<file path="config.mk">
export PLATFORM = sky130hd
export DESIGN_NAME = sensor_band_quantizer
export DESIGN_NICKNAME = d
export VERILOG_FILES = /design/src/hw/rtl/sbq_pkg.sv /design/src/hw/rtl/sensor_band_quantizer.sv /design/src/hw/rtl/sbq_divider.sv
export VERILOG_INCLUDE_DIRS = /design/src /design/src/hw/rtl
export SDC_FILE = /design/constraint.sdc
export NUM_CORES = 1
export LEC_CHECK = 0
export ABC_AREA = 0
export BUFFER_PORTS_ARGS = -buffer_cell sky130_fd_sc_hd__buf_2
export CAP_MARGIN = 20
export CORE_MARGIN = 1.5
export CORE_UTILIZATION = 55
export CTS_CLUSTER_SIZE = 8
export DETAILED_ROUTE_END_ITERATION = 8
export PLACE_DENSITY = 0.71
export SYNTH_ARGS = -nofsm -noshare
export SYNTH_HDL_FRONTEND = slang
export SYNTH_SLANG_ARGS = --single-unit
</file>
<file path="constraint.sdc">
create_clock -name aclk -period 15.89 [get_ports aclk]
set_input_delay 2.3835 -clock aclk [delete_from_list [all_inputs] [get_ports aclk]]
set_output_delay 2.3835 -clock aclk [all_outputs]
set_load 0.01 [all_outputs]
</file>
<file path="src/hw/rtl/assert_macros.svh">
// Assertion helpers shared by the RTL.
// ASSERT_CLK   : clocked property, ignored while reset is asserted.
// ASSERT_RESET : clocked property, also checked during reset.
`ifndef ASSERT_MACROS_SVH
`define ASSERT_MACROS_SVH

`ifndef ASSERT_OFF

`define ASSERT_CLK(lbl, clk, rstn, prop) \
    lbl: assert property (@(posedge clk) disable iff (!(rstn)) (prop)) \
        else $error("assertion failed: %m");

`define ASSERT_RESET(lbl, clk, prop) \
    lbl: assert property (@(posedge clk) (prop)) \
        else $error("assertion failed: %m");

`else

`define ASSERT_CLK(lbl, clk, rstn, prop)

`define ASSERT_RESET(lbl, clk, prop)

`endif

`endif

</file>
<file path="src/hw/rtl/sbq_pkg.sv">
`timescale 1ns / 1ps
`default_nettype none

package sbq_pkg;

    // fixed field widths of the stream and register ports
    localparam int SAMPLE_W    = 32;
    localparam int BAND_W      = 8;
    localparam int SBAND_W     = 9;
    localparam int M_TDATA_W   = 96;
    localparam int CFG_DATA_W  = 32;
    localparam int CFG_INDEX_W = 2;

    // remembered band value meaning "none"
    localparam logic [SBAND_W-1:0] BAND_NONE = '1;

    typedef enum logic [CFG_INDEX_W-1:0] {
        CFG_LOWER  = 2'd0,
        CFG_UPPER  = 2'd1,
        CFG_COUNT  = 2'd2,
        CFG_CALIB  = 2'd3
    } cfg_reg_t;

    typedef enum logic {
        OP_SAMPLE = 1'b0,
        OP_FINISH = 1'b1
    } op_t;

    // divider status towards the sequencer
    typedef struct packed {
        logic busy;
        logic done;
    } sbq_div_status_t;

endpackage

`default_nettype wire

</file>
<file path="src/hw/rtl/sensor_band_quantizer.sv">
// Sensor band quantiser.
// Input stream s_axis_*: one transaction per sensor sample or finish marker.
// tuser carries the op (0 sample, 1 finish), tdata the raw sample; the low
// SAMPLE_BITS bits count and an all-ones value is a bad reading.
// Output stream m_axis_*: exactly one result transaction per input
// transaction, in order: bad flag, band, change event (previous and new band,
// -1 for none) and the calibration minimum and maximum.
// Registers are loaded through cfg_we/cfg_index/cfg_data: 0 lower bound,
// 1 upper bound, 2 band count, 3 calibrate mode. The user must load them only
// while the block is idle; the block itself does not enforce it.
// Finish, bad and calibration transactions go from idle straight to the emit
// state. A watch-mode sample runs the shared restoring divider for the band
// step and, unless the range checks alone settle the band, again for the
// band index. s_axis_tready is high only while the sequencer is idle, so a
// new transaction is taken only after the last one has left the emit state.
// A finished result sits in the output register; the next sample is taken
// meanwhile and its result waits until m_axis_tready frees the register.
// Reset (aresetn low, synchronous) drops m_axis_tvalid, forgets the band and
// clears the calibration minimum and maximum to all ones (none seen).
`timescale 1ns / 1ps
`default_nettype none

`include "assert_macros.svh"

module sensor_band_quantizer #(
    parameter int SAMPLE_BITS = 32
) (
    input  wire logic                           aclk,
    input  wire logic                           aresetn,
    // input stream
    input  wire logic                           s_axis_tvalid,
    output logic                                s_axis_tready,
    input  wire logic [sbq_pkg::SAMPLE_W-1:0]   s_axis_tdata,  // [31:0] sample
    input  wire logic                           s_axis_tuser,  // [0] op
    // result stream
    output logic                                m_axis_tvalid,
    input  wire logic                           m_axis_tready,
    // [7:0] band, [8] changed, [17:9] previous_band, [26:18] new_band,
    // [58:27] min_seen, [90:59] max_seen, [95:91] zero
    output logic      [sbq_pkg::M_TDATA_W-1:0]  m_axis_tdata,
    output logic                                m_axis_tuser,  // [0] sample_bad
    // register writes
    input  wire logic                           cfg_we,
    input  wire logic [sbq_pkg::CFG_INDEX_W-1:0] cfg_index,
    input  wire logic [sbq_pkg::CFG_DATA_W-1:0] cfg_data
);
    import sbq_pkg::*;

    localparam int W = SAMPLE_BITS;

    typedef enum logic [2:0] {
        S_IDLE,
        S_STEP,
        S_CHECK,
        S_INDEX,
        S_EMIT
    } state_t;

    // ---------------------------------------------------------------
    // configuration registers
    // ---------------------------------------------------------------
    logic [SAMPLE_W-1:0] lower_reg;
    logic [SAMPLE_W-1:0] upper_reg;
    logic [BAND_W-1:0]   count_reg;
    logic                calib_reg;

    always_ff @(posedge aclk) begin
        if (!aresetn) begin
            lower_reg <= '0;
            upper_reg <= 32'hFFFF_FFFE;
            count_reg <= 8'd1;
            calib_reg <= 1'b0;
        end else if (cfg_we) begin
            case (cfg_reg_t'(cfg_index))
                CFG_LOWER: begin
                    lower_reg <= cfg_data[SAMPLE_W-1:0];
                end
                CFG_UPPER: begin
                    upper_reg <= cfg_data[SAMPLE_W-1:0];
                end
                CFG_COUNT: begin
                    count_reg <= cfg_data[BAND_W-1:0];
                end
                CFG_CALIB: begin
                    calib_reg <= cfg_data[0];
                end
                default: begin
                end
            endcase
        end
    end

    // ---------------------------------------------------------------
    // shared divider
    // ---------------------------------------------------------------
    logic            div_start_reg, div_start_next;
    logic [W-1:0]    div_a_reg, div_a_next;
    logic [W-1:0]    div_b_reg, div_b_next;
    sbq_div_status_t div_status;
    logic [W-1:0]    div_quo;

    sbq_divider #(
        .WIDTH(W)
    ) u_div (
        .aclk     (aclk),
        .aresetn  (aresetn),
        .start    (div_start_reg),
        .dividend (div_a_reg),
        .divisor  (div_b_reg),
        .status   (div_status),
        .quotient (div_quo)
    );

    // ---------------------------------------------------------------
    // sequencer
    // ---------------------------------------------------------------
    state_t             state_reg, state_next;
    logic               op_reg, op_next;
    logic [W-1:0]       val_reg, val_next;
    logic [W-1:0]       step_reg, step_next;
    logic [BAND_W-1:0]  band_reg, band_next;

    logic [SBAND_W-1:0] last_band_reg, last_band_next;
    logic [W-1:0]       min_reg, min_next;
    logic [W-1:0]       max_reg, max_next;

    logic               m_valid_reg, m_valid_next;
    logic               o_bad_reg, o_bad_next;
    logic [BAND_W-1:0]  o_band_reg, o_band_next;
    logic               o_changed_reg, o_changed_next;
    logic [SBAND_W-1:0] o_prev_reg, o_prev_next;
    logic [SBAND_W-1:0] o_new_reg, o_new_next;
    logic [W-1:0]       o_min_reg, o_min_next;
    logic [W-1:0]       o_max_reg, o_max_next;

    logic [W-1:0]       lo, hi, half, hi_m_half, val_off, in_val;
    logic [W:0]         lo_half;
    logic [BAND_W-1:0]  n_eff, top_band;
    logic               in_take, in_bad, val_bad, short_path;

    always_comb begin
        lo        = lower_reg[W-1:0];
        hi        = upper_reg[W-1:0];
        n_eff     = (count_reg == '0) ? 8'd1 : count_reg;
        top_band  = n_eff - 1'b1;
        half      = step_reg >> 1;
        lo_half   = {1'b0, lo} + {1'b0, half};
        hi_m_half = hi - half;
        val_off   = val_reg - lo_half[W-1:0];
        in_val    = s_axis_tdata[W-1:0];
        in_bad    = (in_val == '1);
        val_bad   = (val_reg == '1);
        in_take   = s_axis_tvalid && (state_reg == S_IDLE);
        short_path = (op_t'(s_axis_tuser) == OP_FINISH) || in_bad || calib_reg;

        state_next     = state_reg;
        op_next        = op_reg;
        val_next       = val_reg;
        step_next      = step_reg;
        band_next      = band_reg;
        div_start_next = 1'b0;
        div_a_next     = div_a_reg;
        div_b_next     = div_b_reg;
        last_band_next = last_band_reg;
        min_next       = min_reg;
        max_next       = max_reg;
        m_valid_next   = m_valid_reg && !m_axis_tready;
        o_bad_next     = o_bad_reg;
        o_band_next    = o_band_reg;
        o_changed_next = o_changed_reg;
        o_prev_next    = o_prev_reg;
        o_new_next     = o_new_reg;
        o_min_next     = o_min_reg;
        o_max_next     = o_max_reg;

        case (state_reg)
            S_IDLE: begin
                if (in_take) begin
                    op_next   = s_axis_tuser;
                    val_next  = in_val;
                    band_next = '0;
                    if (short_path) begin
                        state_next = S_EMIT;
                    end else begin
                        // band step = (upper - lower) / count, zero if inverted
                        div_start_next = 1'b1;
                        div_a_next     = (hi >= lo) ? (hi - lo) : '0;
                        div_b_next     = W'(n_eff);
                        state_next     = S_STEP;
                    end
                end
            end
            S_STEP: begin
                if (div_status.done) begin
                    step_next  = div_quo;
                    state_next = S_CHECK;
                end
            end
            S_CHECK: begin
                if ({1'b0, val_reg} < lo_half) begin
                    band_next  = '0;
                    state_next = S_EMIT;
                end else if (hi < half || val_reg > hi_m_half || step_reg == '0) begin
                    band_next  = top_band;
                    state_next = S_EMIT;
                end else begin
                    div_start_next = 1'b1;
                    div_a_next     = val_off;
                    div_b_next     = step_reg;
                    state_next     = S_INDEX;
                end
            end
            S_INDEX: begin
                if (div_status.done) begin
                    // band = 1 + quotient, held at the top band
                    band_next  = (div_quo >= W'(top_band)) ? top_band
                                 : (div_quo[BAND_W-1:0] + 1'b1);
                    state_next = S_EMIT;
                end
            end
            S_EMIT: begin
                if (!m_valid_reg || m_axis_tready) begin
                    o_bad_next     = 1'b0;
                    o_band_next    = '0;
                    o_changed_next = 1'b0;
                    if (op_t'(op_reg) == OP_FINISH) begin
                        o_changed_next = (last_band_reg != BAND_NONE);
                        last_band_next = BAND_NONE;
                    end else if (val_bad) begin
                        o_bad_next = 1'b1;
                    end else if (calib_reg) begin
                        if (min_reg == '1 || min_reg > val_reg) begin
                            min_next = val_reg;
                        end
                        if (max_reg == '1 || max_reg < val_reg) begin
                            max_next = val_reg;
                        end
                    end else begin
                        o_band_next    = band_reg;
                        o_changed_next = ({1'b0, band_reg} != last_band_reg);
                        last_band_next = {1'b0, band_reg};
                    end
                    o_prev_next  = last_band_reg;
                    o_new_next   = last_band_next;
                    o_min_next   = min_next;
                    o_max_next   = max_next;
                    m_valid_next = 1'b1;
                    state_next   = S_IDLE;
                end
            end
            default: begin
                state_next = S_IDLE;
            end
        endcase
    end

    always_ff @(posedge aclk) begin
        if (!aresetn) begin
            state_reg     <= S_IDLE;
            div_start_reg <= 1'b0;
            m_valid_reg   <= 1'b0;
            last_band_reg <= BAND_NONE;
            min_reg       <= '1;
            max_reg       <= '1;
        end else begin
            state_reg     <= state_next;
            div_start_reg <= div_start_next;
            m_valid_reg   <= m_valid_next;
            last_band_reg <= last_band_next;
            min_reg       <= min_next;
            max_reg       <= max_next;
        end
        op_reg        <= op_next;
        val_reg       <= val_next;
        step_reg      <= step_next;
        band_reg      <= band_next;
        div_a_reg     <= div_a_next;
        div_b_reg     <= div_b_next;
        o_bad_reg     <= o_bad_next;
        o_band_reg    <= o_band_next;
        o_changed_reg <= o_changed_next;
        o_prev_reg    <= o_prev_next;
        o_new_reg     <= o_new_next;
        o_min_reg     <= o_min_next;
        o_max_reg     <= o_max_next;
    end

    assign s_axis_tready = (state_reg == S_IDLE);
    assign m_axis_tvalid = m_valid_reg;
    assign m_axis_tuser  = o_bad_reg;
    assign m_axis_tdata  = {5'b0, SAMPLE_W'(o_max_reg), SAMPLE_W'(o_min_reg),
                            o_new_reg, o_prev_reg, o_changed_reg, o_band_reg};

    // ---------------------------------------------------------------
    // checks
    // ---------------------------------------------------------------
    `ASSERT_RESET(a_reset_clears_valid, aclk, !aresetn |=> !m_axis_tvalid)
    `ASSERT_CLK(a_ready_div_idle, aclk, aresetn, s_axis_tready |-> !div_status.busy)
    `ASSERT_CLK(a_div_done_state, aclk, aresetn,
                div_status.done |-> (state_reg == S_STEP || state_reg == S_INDEX))
    `ASSERT_CLK(a_nochange_same, aclk, aresetn,
                (m_valid_reg && !o_changed_reg) |-> (o_prev_reg == o_new_reg))
    `ASSERT_CLK(a_bad_quiet, aclk, aresetn,
                (m_valid_reg && o_bad_reg) |-> (o_band_reg == '0 && !o_changed_reg))

endmodule

`default_nettype wire

</file>
<file path="src/hw/rtl/sbq_divider.sv">
`timescale 1ns / 1ps
`default_nettype none

// Restoring divider, one quotient bit per cycle.
module sbq_divider #(
    parameter int WIDTH = 32
) (
    input  wire logic                    aclk,
    input  wire logic                    aresetn,
    input  wire logic                    start,
    input  wire logic [WIDTH-1:0]        dividend,
    input  wire logic [WIDTH-1:0]        divisor,
    output sbq_pkg::sbq_div_status_t     status,
    output logic      [WIDTH-1:0]        quotient
);
    import sbq_pkg::*;

    localparam int CNT_W = $clog2(WIDTH);

    logic             busy_reg, busy_next;
    logic             done_reg, done_next;
    logic [CNT_W-1:0] cnt_reg, cnt_next;
    logic [WIDTH-1:0] rem_reg, rem_next;
    logic [WIDTH-1:0] quo_reg, quo_next;
    logic [WIDTH-1:0] den_reg, den_next;

    logic [WIDTH:0]   trial;
    logic [WIDTH:0]   diff;
    logic             fits;

    always_comb begin
        trial = {rem_reg, quo_reg[WIDTH-1]};
        diff  = trial - {1'b0, den_reg};
        fits  = (trial >= {1'b0, den_reg});

        busy_next = busy_reg;
        done_next = 1'b0;
        cnt_next  = cnt_reg;
        rem_next  = rem_reg;
        quo_next  = quo_reg;
        den_next  = den_reg;

        if (start) begin
            busy_next = 1'b1;
            cnt_next  = CNT_W'(WIDTH - 1);
            rem_next  = '0;
            quo_next  = dividend;
            den_next  = divisor;
        end else if (busy_reg) begin
            rem_next = fits ? diff[WIDTH-1:0] : trial[WIDTH-1:0];
            quo_next = {quo_reg[WIDTH-2:0], fits};
            if (cnt_reg == '0) begin
                busy_next = 1'b0;
                done_next = 1'b1;
            end else begin
                cnt_next = cnt_reg - 1'b1;
            end
        end
    end

    always_ff @(posedge aclk) begin
        if (!aresetn) begin
            busy_reg <= 1'b0;
            done_reg <= 1'b0;
        end else begin
            busy_reg <= busy_next;
            done_reg <= done_next;
        end
        cnt_reg <= cnt_next;
        rem_reg <= rem_next;
        quo_reg <= quo_next;
        den_reg <= den_next;
    end

    assign status.busy = busy_reg;
    assign status.done = done_reg;
    assign quotient    = quo_reg;

endmodule

`default_nettype wire
</file>
; Word-level counts from Yosys, hierarchy flattened
; Cells that the tools add are included.
; W data, S select, Z words.
[word_totals]
register_bits = 483
wordCells = 156
[op_classes]
n_addsub = 8
order_cmp = 8
n_eq_ne = 21
n_mux = 55
bitwise = 3
reduce_logical = 32
[op_table]
columns = cell, n
row1 = $mux W32, 20
row2 = $eq A32 B32 Y1 const B, 4
row3 = $pmux W32 S2, 2
row4 = $sub A32 B32 Y32, 3
row5 = $gt A32 B32 Y1, 2
row6 = $mux W8, 6
row7 = $add A32 B31 Y33, 1
row8 = $ge A33 B32 Y1, 1
row9 = $lt A32 B33 Y1, 1
row10 = $ge A32 B32 Y1, 1
row11 = $ge A32 B8 Y1, 1
row12 = $logic_not A32 Y1, 1
row13 = $lt A32 B31 Y1, 1
row14 = $lt A32 B32 Y1, 1
row15 = $sub A32 B31 Y32, 1
row16 = $mux W9, 3
row17 = $pmux W8 S3, 1
row18 = $mux W3, 7
row19 = $reduce_and A2 Y1, 8
row20 = $pmux W3 S5, 1
row21 = $mux W1, 14
row22 = $ne A8 B9 Y1, 1
row23 = $ne A9 B9 Y1 const B, 1
row24 = $add A8 B1 Y8 const B, 1
row25 = 24 further kinds, 44

; Depth between registers and ports, before layout
[depth]
ltp_word = 7
depth_mapped = 24
ltp_nobuf = 24

; Cells and area by module
; From an unflattened synthesis, not the netlist that was laid out.
[hier_totals]
cells_unflattened = 3064
hier_area_um2 = 29360.7
[modules_own_cells]
columns = module, n_inst, cells_each, area_each_um2, seq_area_each_um2
row1 = sensor_band_quantizer, 1, 2452, 23262.3, 9899.5
row2 = sbq_divider, 1, 612, 6098.3, 2702.6

; Worst setup path before layout
; Ideal clock, no wire load.
[synth_path]
path_type = register to register
startpoint = reg step_reg[1]
endpoint = reg div_a_reg[0], enable pin
t_arrival_ns = 7.258
t_required_ns = 15.382
slack_ns = 8.124
path_stages_with_launch = 24
n_path_buf = 0
period_less_slack_ns = 7.766
path_cell_list = edfxtp_1 -> ha_1 -> fa_1 -> nor2b_1 -> o21ai_1 -> a21oi_1 -> o21ai_0 -> a211oi_1 -> a31oi_1 -> or2_2 -> nor3_1 -> or2_1 -> xnor2_1 -> ha_1 -> a21o_1 -> a21o_1 -> a21oi_1 -> o21a_1 -> nor2_1 -> nor4_1 -> o21ai_0 -> a211oi_1 -> o211ai_1 -> o22ai_1
[synth_via]
elab_chain_len = 6
elab_cells_between_ends = 11
[synth_lines]
columns = item, line_no
row1 = from (decl), sensor_band_quantizer.sv:120  ; logic [W-1:0] step_reg, step_next;
row2 = from (signal assigned), sensor_band_quantizer.sv:275  ; step_reg <= step_next;
row3 = $sub A32 B31 Y32, sensor_band_quantizer.sv:148  ; hi_m_half = hi - half;
row4 = $gt A32 B32 Y1, sensor_band_quantizer.sv:203  ; end else if (hi < half || val_reg > hi_m_half || step_reg == '0) begin
row5 = $logic_or A1 B1 Y1 (2 in series), sensor_band_quantizer.sv:203
row6 = $ne A2 B2 Y1 (no line), n/a
row7 = $reduce_and A5 Y1 (no line) (*), n/a
row8 = to (signal assigned), sensor_band_quantizer.sv:277  ; div_a_reg <= div_a_next;
row9 = to (decl), sensor_band_quantizer.sv:97  ; logic [W-1:0] div_a_reg, div_a_next;
; Every way passes the cells marked *; elsewhere a longest branch is shown, timed or not.
; A chain may end at the register's enable or synchronous reset.

; Worst setup path in the final report
[layout_path]
startpoint = reg step_reg[1]
endpoint = reg div_a_reg[20], enable pin
; The elaborated chain is that of the path after synthesis.

==> results.yml <==
outcome:
  status: "finished, final reports clean"
timing:
  period_share: 0.444
  fmax_mhz: 142
  period_minus_slack_ns: 7.06
  rsz0062_at_grt: "no"
  max-slew-margin-rel: 0.151
  setup-violations-final: 0
  slew_viol_final: 0
  hold_viol_final: 0
  final.setup_skew_ns: 0.0228
  worstMarginPinSlew_ns: 1.26
  fin_setup_tns_ns: 0
drt:
  wirelength_mm: 86.6
  drcViolationCount: 0
  drt-initial-drc-count: 2125
  dr_total_vias: 23300
  routedWlPerCell_um: 22.7
  post_drt_via_cell_ratio: 6.13
  drtPass1Iterations: 6
  drtAntennaViolNets: 0
worst_setup_path:
  worstPathMaxFanout: 44
  worstPathArrival_ns: 7.29
  crit_type: "register to register"
  end_kind: "register"
  startpoint_type: "register"
  critPathRequiredTime_ns: 16.12
clocking:
  cts.sinks: 483
  post_cts.repair.setup_buffers: 0
  clk_path_buf_depth: 3
  cts-resized-gates: 0
  cts_inserted_buffers: 72
  cts_tree: "done"
  cts.reportedPaths.clkPinSlew_ns: 0.05
  cts-root-buf: "clkbuf_16"
  htreeDepth: 3
  hold_buffers: 0
  clk_latency_ns: 0.62
logic_synthesis:
  synth_edf_count: 293
  synth_ff_type: "edfxtp_1"
  yosysMostFrequentCell: "nand2_1"
  syn_inst: 2899
  synth_common_cells: "nand2_1 (322), edfxtp_1 (293), ha_1 (264)"
  yosysTopAreaCellShare: 0.306
  yosys-top-cells-area: "edfxtp_1 (31%), dfxtp_1 (13%), ha_1 (12%)"
  synthDistinctLibCells: 87
  synth_area_um2: 28700
  ys_ff_latch: 483
  ys_async_sr_fraction: 0
  synth_area_per_cell_um2: 9.91
  synth_top_cell_by_area: "edfxtp_1"
  ys_warn_count: 0
  ys_seq_area_frac: 0.439
placement:
  io_buffers: 165
  place_congestion: 0.970
  dpl.hpwl_mm: 63.8
grt:
  grt_max_degree: 77
  grt_pass1_vias: 22400
  grt_use_total: 0.321
  overflow: 0
  grt_pass1_wl_mm: 131
  antenna_found_initial: 2
die:
  dieArea_um2: 53600
  die_h_um: 232
  initial_core_util: 0.558
  rows: 83
  fp.coreArea_um2: 51500
  io_pins: 171
  die_w_um: 232
power:
  p_per_area_nw_per_um2: 130
  vdd_drop_max_mv: 0.0973
  leakagePower_nw: 13.2
final_layout:
  area_growth_pct: 13.0
  drive_above_1_share: 0.121
  fillers: 4191
  utilization: 0.630
  seq_area_um2: 12600
  final_nets: 3409
  multi_input_area_um2: 15000
min_path:
  min_path_type: "register to register"
job:
  drv_cap: 0
-- layout by cell type, fill, tap and decap left out, drive strengths merged, types with 94 or more instances in the layout --
cell type	count
nand2	322
edfxtp	293
ha	264
inv	207
a21oi	201
dfxtp	190
buf	189
nor2	153
clkbuf	122
a21o	119
o21ai	109
xnor2	94
-- per-stage QoR --
stage | hold WS, ns | power [mW] | std cells | area, um^2 | worst slack (ns)
2_1_floorplan | 0.400 | 2.42 | 2903 | 28700 | 8.12
3_3_place_gp | 0.404 | 2.69 | 3673 | 30300 | 9.03
3_5_place_dp | 0.405 | 2.73 | 3673 | 30300 | 8.90
4_1_cts | 0.413 | 4.21 | 3804 | 32400 | 8.87
5_1_grt | 0.416 | 4.41 | 3805 | 32500 | 8.28
6_report | 0.415 | 4.21 | 3806 | 32500 | 8.83
-- cell families (layout without fill, tap and decap cells) --
logic type               Yosys count  in the layout  synth area share
AO/OA/AOI/OAI                    720            720             0.164
other                              1              6          0.000131
buffers and inverters            303            525            0.0409
multiplexers                     150            150            0.0563
XOR/XNOR                         157            157            0.0479
AND/OR/NAND/NOR                  816            816             0.133
flip-flops                       483            483             0.439
adder cells (fa/ha/maj)          269            269             0.118
-- final timing paths --
kind         slack, ns                     endpoint  cells past startpoint                         from
max               8.83      div_a_reg[20]$_DFFE_PP_                     24        step_reg[1]$_DFFE_PP_
min               0.42  u_div.den_reg[10]$_DFFE_PP_                      0  div_b_reg[10]$_SDFFCE_PN0P_
max reg2reg       8.83      div_a_reg[20]$_DFFE_PP_                     24        step_reg[1]$_DFFE_PP_
min reg2reg       0.42  u_div.den_reg[10]$_DFFE_PP_                      0  div_b_reg[10]$_SDFFCE_PN0P_
-- worst max-delay path, cell delays in order, from the launching register on --
cell	delay, ns
edfxtp_1	0.47
ha_1	0.28
fa_1	0.40
nor2b_1	0.13
o21ai_1	0.08
a21oi_1	0.18
o21ai_0	0.15
a211oi_1	0.41
a31oi_1	0.28
or2_2	0.38
nor3_1	0.33
or2_1	0.17
xnor2_1	0.07
ha_1	0.19
a21o_1	0.17
a21o_1	0.17
a21oi_1	0.15
o21a_1	0.15
nor2_1	0.04
nor4_1	0.20
o21ai_0	0.14
a211oi_1	0.30
o211ai_1	0.31
o22ai_4	0.84
buf_4	0.62
-- routing by layer --
| layer | vias to the layer above | global-route usage | share of wire |
|---|---|---|---|
| met3 | 159 | 0.0595 | 0.077 |
| met1 | 11300 | 0.437 | 0.44 |
| met5 | - | 0 | 0 |
| met4 | 0 | 0.123 | 0.032 |
| met2 | 902 | 0.507 | 0.45 |
| li1 | 11000 | - | - |
-- report_power, final --
group	switching, mW	total [mW]	internal (mW)
sequential	0.142	1.64	1.50
combinational	0.646	1.10	0.450
clock	0.572	1.47	0.900
total	1.36	4.21	2.85
-- final cells by class --
cell class / count / area share
multi-input combinational: 2117 / 0.463
clock buffer: 122 / 0.0636
timing repair buffer: 189 / 0.0313
clock inverter: 9 / 0.00378
tap: 680 / 0.0262
inverter: 205 / 0.0238
antenna: 1 / 0.0000771
sequential: 483 / 0.388
(Power assumes the default switching activity.)
